$ cat src/hdl/bbsl_pkg.sv
// Shared types and constants of the buffered sample logger.
`timescale 1ns / 1ps

package bbsl_pkg;

  localparam int unsigned POOL_BLOCKS_DEF       = 8;
  localparam int unsigned RECORDS_PER_BLOCK_DEF = 16;

  localparam int unsigned SAMPLE_W   = 32;
  localparam int unsigned KIND_W     = 2;
  localparam int unsigned REC_CNT_W  = 5;
  localparam int unsigned LOST_W     = 16;
  localparam int unsigned SUM_W      = 32;
  localparam int unsigned WRITTEN_W  = 32;
  localparam int unsigned LIMIT_W    = 32;

  localparam logic [LIMIT_W-1:0] LIMIT_RST = 32'd256000;
  localparam logic [LOST_W-1:0]  LOST_MAX  = 16'hFFFF;

  typedef enum logic [KIND_W-1:0] {
    KIND_HDR = 2'd0,
    KIND_REC = 2'd1,
    KIND_FIN = 2'd2
  } kind_e;

  // write strobes into the block store
  typedef struct packed {
    logic rec_we;
    logic meta_we;
  } st_wr_t;

endpackage

$ cat src/hdl/bbsl_store.sv
// Block store: record memory and per-block fill/overrun memory, registered reads.
`timescale 1ns / 1ps

module bbsl_store #(
  parameter int unsigned POOL_BLOCKS       = bbsl_pkg::POOL_BLOCKS_DEF,
  parameter int unsigned RECORDS_PER_BLOCK = bbsl_pkg::RECORDS_PER_BLOCK_DEF
) (
  input  logic                                    clk_i,
  input  bbsl_pkg::st_wr_t                        wr_i,
  input  logic [$clog2(POOL_BLOCKS)-1:0]          rec_wr_blk_i,
  input  logic [$clog2(RECORDS_PER_BLOCK+1)-1:0]  rec_wr_idx_i,
  input  logic [bbsl_pkg::SAMPLE_W-1:0]           rec_wr_data_i,
  input  logic [$clog2(POOL_BLOCKS)-1:0]          rec_rd_blk_i,
  input  logic [$clog2(RECORDS_PER_BLOCK+1)-1:0]  rec_rd_idx_i,
  output logic [bbsl_pkg::SAMPLE_W-1:0]           rec_rd_data_o,
  input  logic [$clog2(POOL_BLOCKS)-1:0]          meta_wr_blk_i,
  input  logic [$clog2(RECORDS_PER_BLOCK+1)-1:0]  meta_wr_fill_i,
  input  logic [bbsl_pkg::LOST_W-1:0]             meta_wr_lost_i,
  input  logic [$clog2(POOL_BLOCKS)-1:0]          meta_rd_blk_i,
  output logic [$clog2(RECORDS_PER_BLOCK+1)-1:0]  meta_rd_fill_o,
  output logic [bbsl_pkg::LOST_W-1:0]             meta_rd_lost_o
);
  import bbsl_pkg::*;

  localparam int unsigned FILL_W  = $clog2(RECORDS_PER_BLOCK + 1);
  localparam int unsigned DEPTH   = POOL_BLOCKS * RECORDS_PER_BLOCK;
  localparam int unsigned ADDR_W  = $clog2(DEPTH);
  localparam int unsigned META_W  = FILL_W + LOST_W;

  logic [SAMPLE_W-1:0] rec_mem  [DEPTH];
  logic [META_W-1:0]   meta_mem [POOL_BLOCKS];

  logic [ADDR_W-1:0] wr_addr;
  logic [ADDR_W-1:0] rd_addr;
  logic [META_W-1:0] meta_rd_q;

  // block base is a multiply by a small constant
  assign wr_addr = ADDR_W'(rec_wr_blk_i) * ADDR_W'(RECORDS_PER_BLOCK) + ADDR_W'(rec_wr_idx_i);
  assign rd_addr = ADDR_W'(rec_rd_blk_i) * ADDR_W'(RECORDS_PER_BLOCK) + ADDR_W'(rec_rd_idx_i);

  always_ff @(posedge clk_i) begin
    if (wr_i.rec_we) begin
      rec_mem[wr_addr] <= rec_wr_data_i;
    end
    rec_rd_data_o <= rec_mem[rd_addr];
  end

  always_ff @(posedge clk_i) begin
    if (wr_i.meta_we) begin
      meta_mem[meta_wr_blk_i] <= {meta_wr_fill_i, meta_wr_lost_i};
    end
    meta_rd_q <= meta_mem[meta_rd_blk_i];
  end

  assign meta_rd_fill_o = meta_rd_q[META_W-1:LOST_W];
  assign meta_rd_lost_o = meta_rd_q[LOST_W-1:0];

endmodule

$ cat config.mk
export PLATFORM = sky130hd
export DESIGN_NAME = bbsl_store
export DESIGN_NICKNAME = d
export VERILOG_FILES = /design/src/hdl/bbsl_pkg.sv /design/src/hdl/bbsl_store.sv
export SDC_FILE = /design/constraint.sdc
export NUM_CORES = 2
export LEC_CHECK = 0
export ABC_AREA = 1
export BUFFER_PORTS_ARGS = -buffer_cell sky130_fd_sc_hd__buf_2
export CAP_MARGIN = 5
export CELL_PAD_IN_SITES_DETAIL_PLACEMENT = 1
export CELL_PAD_IN_SITES_GLOBAL_PLACEMENT = 2
export CORE_MARGIN = 2
export CORE_UTILIZATION = 45
export DETAILED_ROUTE_END_ITERATION = 12
export PLACE_DENSITY_LB_ADDON = 0.1
export SLEW_MARGIN = 30
export SYNTH_ARGS = -nofsm -noshare
export SYNTH_HDL_FRONTEND = slang
export SYNTH_MEMORY_MAX_BITS = 65536
export SYNTH_SLANG_ARGS = --single-unit
$ cat constraint.sdc
create_clock -name clk_i -period 4.05 [get_ports clk_i]
set_input_delay 0.2025 -clock clk_i [delete_from_list [all_inputs] [get_ports clk_i]]
set_output_delay 0.2025 -clock clk_i [all_outputs]
set_load 0.01 [all_outputs]
Word-level counts from Yosys, hierarchy flattened
Memories as Yosys holds them, arrays and structs flattened. A register that Yosys moved wholly into a read port is not among the register bits.
Cells that the tools add are included.
{"block": "word_totals", "mem_bits_rw": 4264, "latch_bits": 0, "inputBits": 78, "ff_bits": 0, "elab_cells": 8, "mem_count": 2, "mem_bits_ro": 0}
{"block": "op_classes", "order_cmp": 0, "shift": 0, "n_reduce_logical": 0, "n_mux": 4, "n_div": 0, "bitwise_logic": 0, "n_eq_ne": 0, "n_addsub": 2, "multipliers": 0}
{"name": "rec_mem", "depth": 128, "width": 32, "rd": 1, "rd_clocked_by_memory_dff": 1, "write_ports": 1, "line_no": "bbsl_store.sv:30", "rtl": "logic [SAMPLE_W-1:0] rec_mem [DEPTH];"}
{"name": "meta_mem", "depth": 8, "width": 21, "rd": 1, "rd_clocked_by_memory_dff": 1, "write_ports": 1, "line_no": "bbsl_store.sv:31", "rtl": "logic [META_W-1:0] meta_mem [POOL_BLOCKS];"}
{"operator": "$add A7 B5 Y7", "n": 2}
{"operator": "$mux W1", "n": 4}

Depth between registers and ports, before layout
{"block": "depth", "depth_word": 2, "ltp_mapped": 13, "ltp_nobuf": 9}

Worst setup path after synthesis
No wires, ideal clock.
{"block": "synth_path", "path_kind": "input -> register", "start": "in rec_wr_blk_i[0]", "end": "mem rec_mem[100][0] (enable)", "arrival_time_ns": 2.580, "slack_ns": 1.049, "required_ns": 3.629, "path_buffers": 0, "path_stages": 7, "cell_sequence": "ha_1 -> ha_1 -> xor2_1 -> inv_1 -> nor2_1 -> nand2_1 -> nor2_1"}
{"block": "synth_via", "elab_chain_len": 1}
{"element": "start, declared", "line_no": "bbsl_store.sv:10", "rtl": "input logic [$clog2(POOL_BLOCKS)-1:0] rec_wr_blk_i,"}
{"element": "$add A7 B5 Y7", "line_no": "bbsl_store.sv:38", "rtl": "assign wr_addr = ADDR_W'(rec_wr_blk_i) * ADDR_W'(RECORDS_PER_BLOCK) + ADDR_W'(rec_wr_idx_i);"}
{"element": "end, declared", "line_no": "bbsl_store.sv:30"}
Every way passes these cells.

Final worst setup path
{"block": "layout_path", "start": "in rec_wr_blk_i[0]", "end": "mem rec_mem[70][23] (enable)"}
The elaborated chain is that of the path after synthesis.

==> results.toml <==
[power_and_ir_drop]
p_sw_share_pct = 24.1
ir_drop_v = 0.000413
p_per_area_nw_per_um2 = 500
p_leak_nw = 68.0
p_int_w = 0.0745
p_sw_w = 0.0236
pwr-share-comb_pct = 7.5
pwr-share-clk_pct = 41.8
sequentialPowerShare_pct = 50.7

[die]
pin_count = 131
die_area_um2 = 388000
rows = 227
core_um2 = 382000
die_h_um = 623
start_util_pct = 45.1
fp.dieW_um = 623

[setup_path]
slowest_stage = "nor2_4"
critical_path_class = "in -> reg"
critPathBufInv = 4
crit_chain = "buf_2 > ha_1 > ha_1 > xor2_1 > inv_1 > nor2_2 > buf_4 > nand2_1 > nor2_4 > buf_12"
reg2reg_depth = 8
start_kind = "input pin"
crit_family = "simple AND/OR/NAND/NOR gates"
end_kind = "register"
reg2reg_to = "rec_rd_data_o[11]$_DFF_P_"
worstSetupEndpoint = "rec_mem[70][23]$_DFFE_PP_"
crit_fanout = 18
r2r-start = "rec_mem[101][11]$_DFFE_PP_"
cp.required_ps = 4760
critPathArrivalTime_ps = 3450
cp.depth = 10
crit_path_start = "rec_wr_blk_i[0]"
ff2ff_setup_slack_ps = 1700
cpMostUsedCell = "ha_1"
max_stage_delay_ps = 670

[clocking]
cts_resized = 0
cts_tree = "built"
clk_latency_ps = 1010
clock_sinks = 4317
cts_buffer_depth = 4
root_buffer = "clkbuf_16"
cts_buffers = 461
cts_max_level = 5
post_cts_buffers = 0
clk_pin_slew_worst_paths_ps = 60

[detailed_routing]
vias_per_cell = 5.96
dr.first_iter.drc_count = 14641
wirelength_mm = 605
drc = 0
dr.pass1.iters = 6
post_drt_wl_per_cell_um = 30.9
ant_nets = 0
via_count = 116805

[finish]
num-nets-final = 14209
mostFrequentLayoutCells = "edfxtp_1 (4264), nand2_1 (4152), nand3_1 (4032), clkbuf_16 (469), buf_4 (360)"
final_common_cell = "edfxtp_1"
area_growth_syn_to_layout_pct = 13.9
final-instance-count-excl-fill = 19594
nFillCells = 38414
layout-drive-gt1-share_pct = 9.80

[yosys]
synth_cells = 13897
synth_cell_types = 21
synth_fp_nets = 13979
synth_area_um2 = 172000
avgSynthCellArea_um2 = 12.4
yosys_warnings = 0
ys_seq_area_share_pct = 74.9
ys_ff_latch = 4317

[sta]
setup_violations = 0
fmax_ghz = 0.364
min_period_ps = 2750
finalHoldViolations = 0
rsz0062_at_grt = "no"
fin_setup_tns_ps = 0
maxSlewViolCount = 0
slew-limit-headroom_pct = 26.6
period_share_pct = 67.8
fin_skew_ps = 46.1
tightestPinTransition_ps = 1100

[grt]
grt_pass1_wl_mm = 856
grt.total_usage_pct = 30.6
globalRouteOverflowTotal = 0
grt_antenna_before_repair = 37
grt_pass1_vias = 116352
grt_max_degree = 139

[outcome]
outcome = "complete, no violations"

[placed_design]
gp_routability_congestion = 0.914
io_buffers = 130
dp.cells = 18630
dp_hpwl_mm = 358

[worst_hold_path]
hold_class = "in -> reg"

[flow_run]
drv_cap = 0
[stage by stage]
stage                     hold slack, ps  setup WS, ps  utilization, %  area, µm²  power, W
after global routing                61.2          1260            51.4     196000     0.101
final                               53.5          1300            51.4     196000    0.0981
after CTS                           6.21          1280            51.4     196000    0.0986
after global placement               463          78.1            47.4     181000    0.0577
after floorplan                      301          1050               -     172000    0.0538
after detailed placement             489           219            47.4     181000    0.0579
[state kept, by name, indices dropped and copies added, names as in the netlist]
name           cells
rec_mem         4096
rec_rd_data_o     32
meta_rd_q         21
meta_mem         168
[metal layers]
| metal | vias to the layer above | wire [µm] | global-route usage [%] |
|---|---|---|---|
| met1 | 60839 | 259000 | 44.6 |
| met2 | 4794 | 276000 | 46.9 |
| met3 | 798 | 47500 | 4.34 |
| li1 | 50368 | - | - |
| met5 | - | 38 | 0 |
| met4 | 6 | 23100 | 11.0 |
[worst register-to-register path, delay by kind of cell (launching register included)]
kind	cells	cell delay (ps)
AND/OR/NAND/NOR	8	1840
flip-flops	1	360
[synthesized netlist by cell type]
| library cell | count | share of area (%) |
|---|---|---|
| clkinv_1 | 1 | 0.0022 |
| dfxtp_1 | 53 | 0.62 |
| xnor2_1 | 1 | 0.0051 |
| buf_12 | 1 | 0.012 |
| buf_6 | 101 | 0.66 |
| o21ai_0 | 84 | 0.24 |
| buf_2 | 427 | 1.2 |
| inv_2 | 2 | 0.0044 |
| buf_1 | 75 | 0.16 |
| ha_1 | 4 | 0.029 |
| xor2_1 | 1 | 0.0051 |
| clkbuf_1 | 175 | 0.38 |
| edfxtp_1 | 4264 | 74 |
| nand3_1 | 4032 | 12 |
| o22ai_1 | 21 | 0.076 |
| nand2_1 | 4161 | 9.1 |
| nor2_1 | 294 | 0.64 |
| inv_1 | 18 | 0.039 |
| buf_4 | 159 | 0.69 |
| inv_4 | 2 | 0.0073 |
| a31oi_1 | 21 | 0.076 |
[power groups by stage]
stage                     combinational, W  clock (W)  sequential [W]
after floorplan                    0.00323          0          0.0505
after global placement             0.00703          0          0.0507
after detailed placement           0.00718          0          0.0507
after CTS                          0.00726     0.0416          0.0497
after global routing               0.00772     0.0432          0.0497
final                              0.00734     0.0410          0.0497
[final cells by class]
class,instances,area [µm²],area share [%]
antenna,40,100,0.0510
sequential,4317,129000,65.8
timing repair buffer,705,7390,3.77
inverter,23,139,0.0708
clock inverter,271,2210,1.13
clock buffer,581,12300,6.25
tap,5038,6300,3.21
multi-input combinational,8619,38700,19.7
[cells by family (layout without fill, tap and decap cells)]
group	count (synthesis)	in the layout	share of synthesized area, %
other cells	0	40	0
xor+xnor	2	2	0.0102
compound gates	126	126	0.397
fa+ha+maj	4	4	0.0291
buf+inv	961	1580	3.20
flops	4317	4317	74.9
simple gates	8487	8487	21.4
[how the worst min path moves through the flow]
stage / start / endpoint / slack [ps] / cells after the start
2_1_floorplan: meta_wr_lost_i[0] / meta_mem[0][0]$_DFFE_PP_ / 300 / 0
3_5_place_dp: meta_wr_lost_i[8] / meta_mem[4][8]$_DFFE_PP_ / 490 / 1
3_3_place_gp: meta_wr_lost_i[8] / meta_mem[7][8]$_DFFE_PP_ / 460 / 1
5_1_grt: meta_wr_fill_i[2] / meta_mem[1][18]$_DFFE_PP_ / 60 / 2
4_1_cts: meta_rd_blk_i[0] / meta_rd_q[7]$_DFF_P_ / 6 / 4
6_report: meta_rd_blk_i[0] / meta_rd_q[9]$_DFF_P_ / 50 / 4
[what timing repair did]
item | 4_1_cts | 5_1_grt
endpoints found under the hold margin | 2134 | 0
hold buffers | 67 | 0
setup endpoints to repair | 0 | 0
Note: power is estimated with default switching activity, not from simulation.
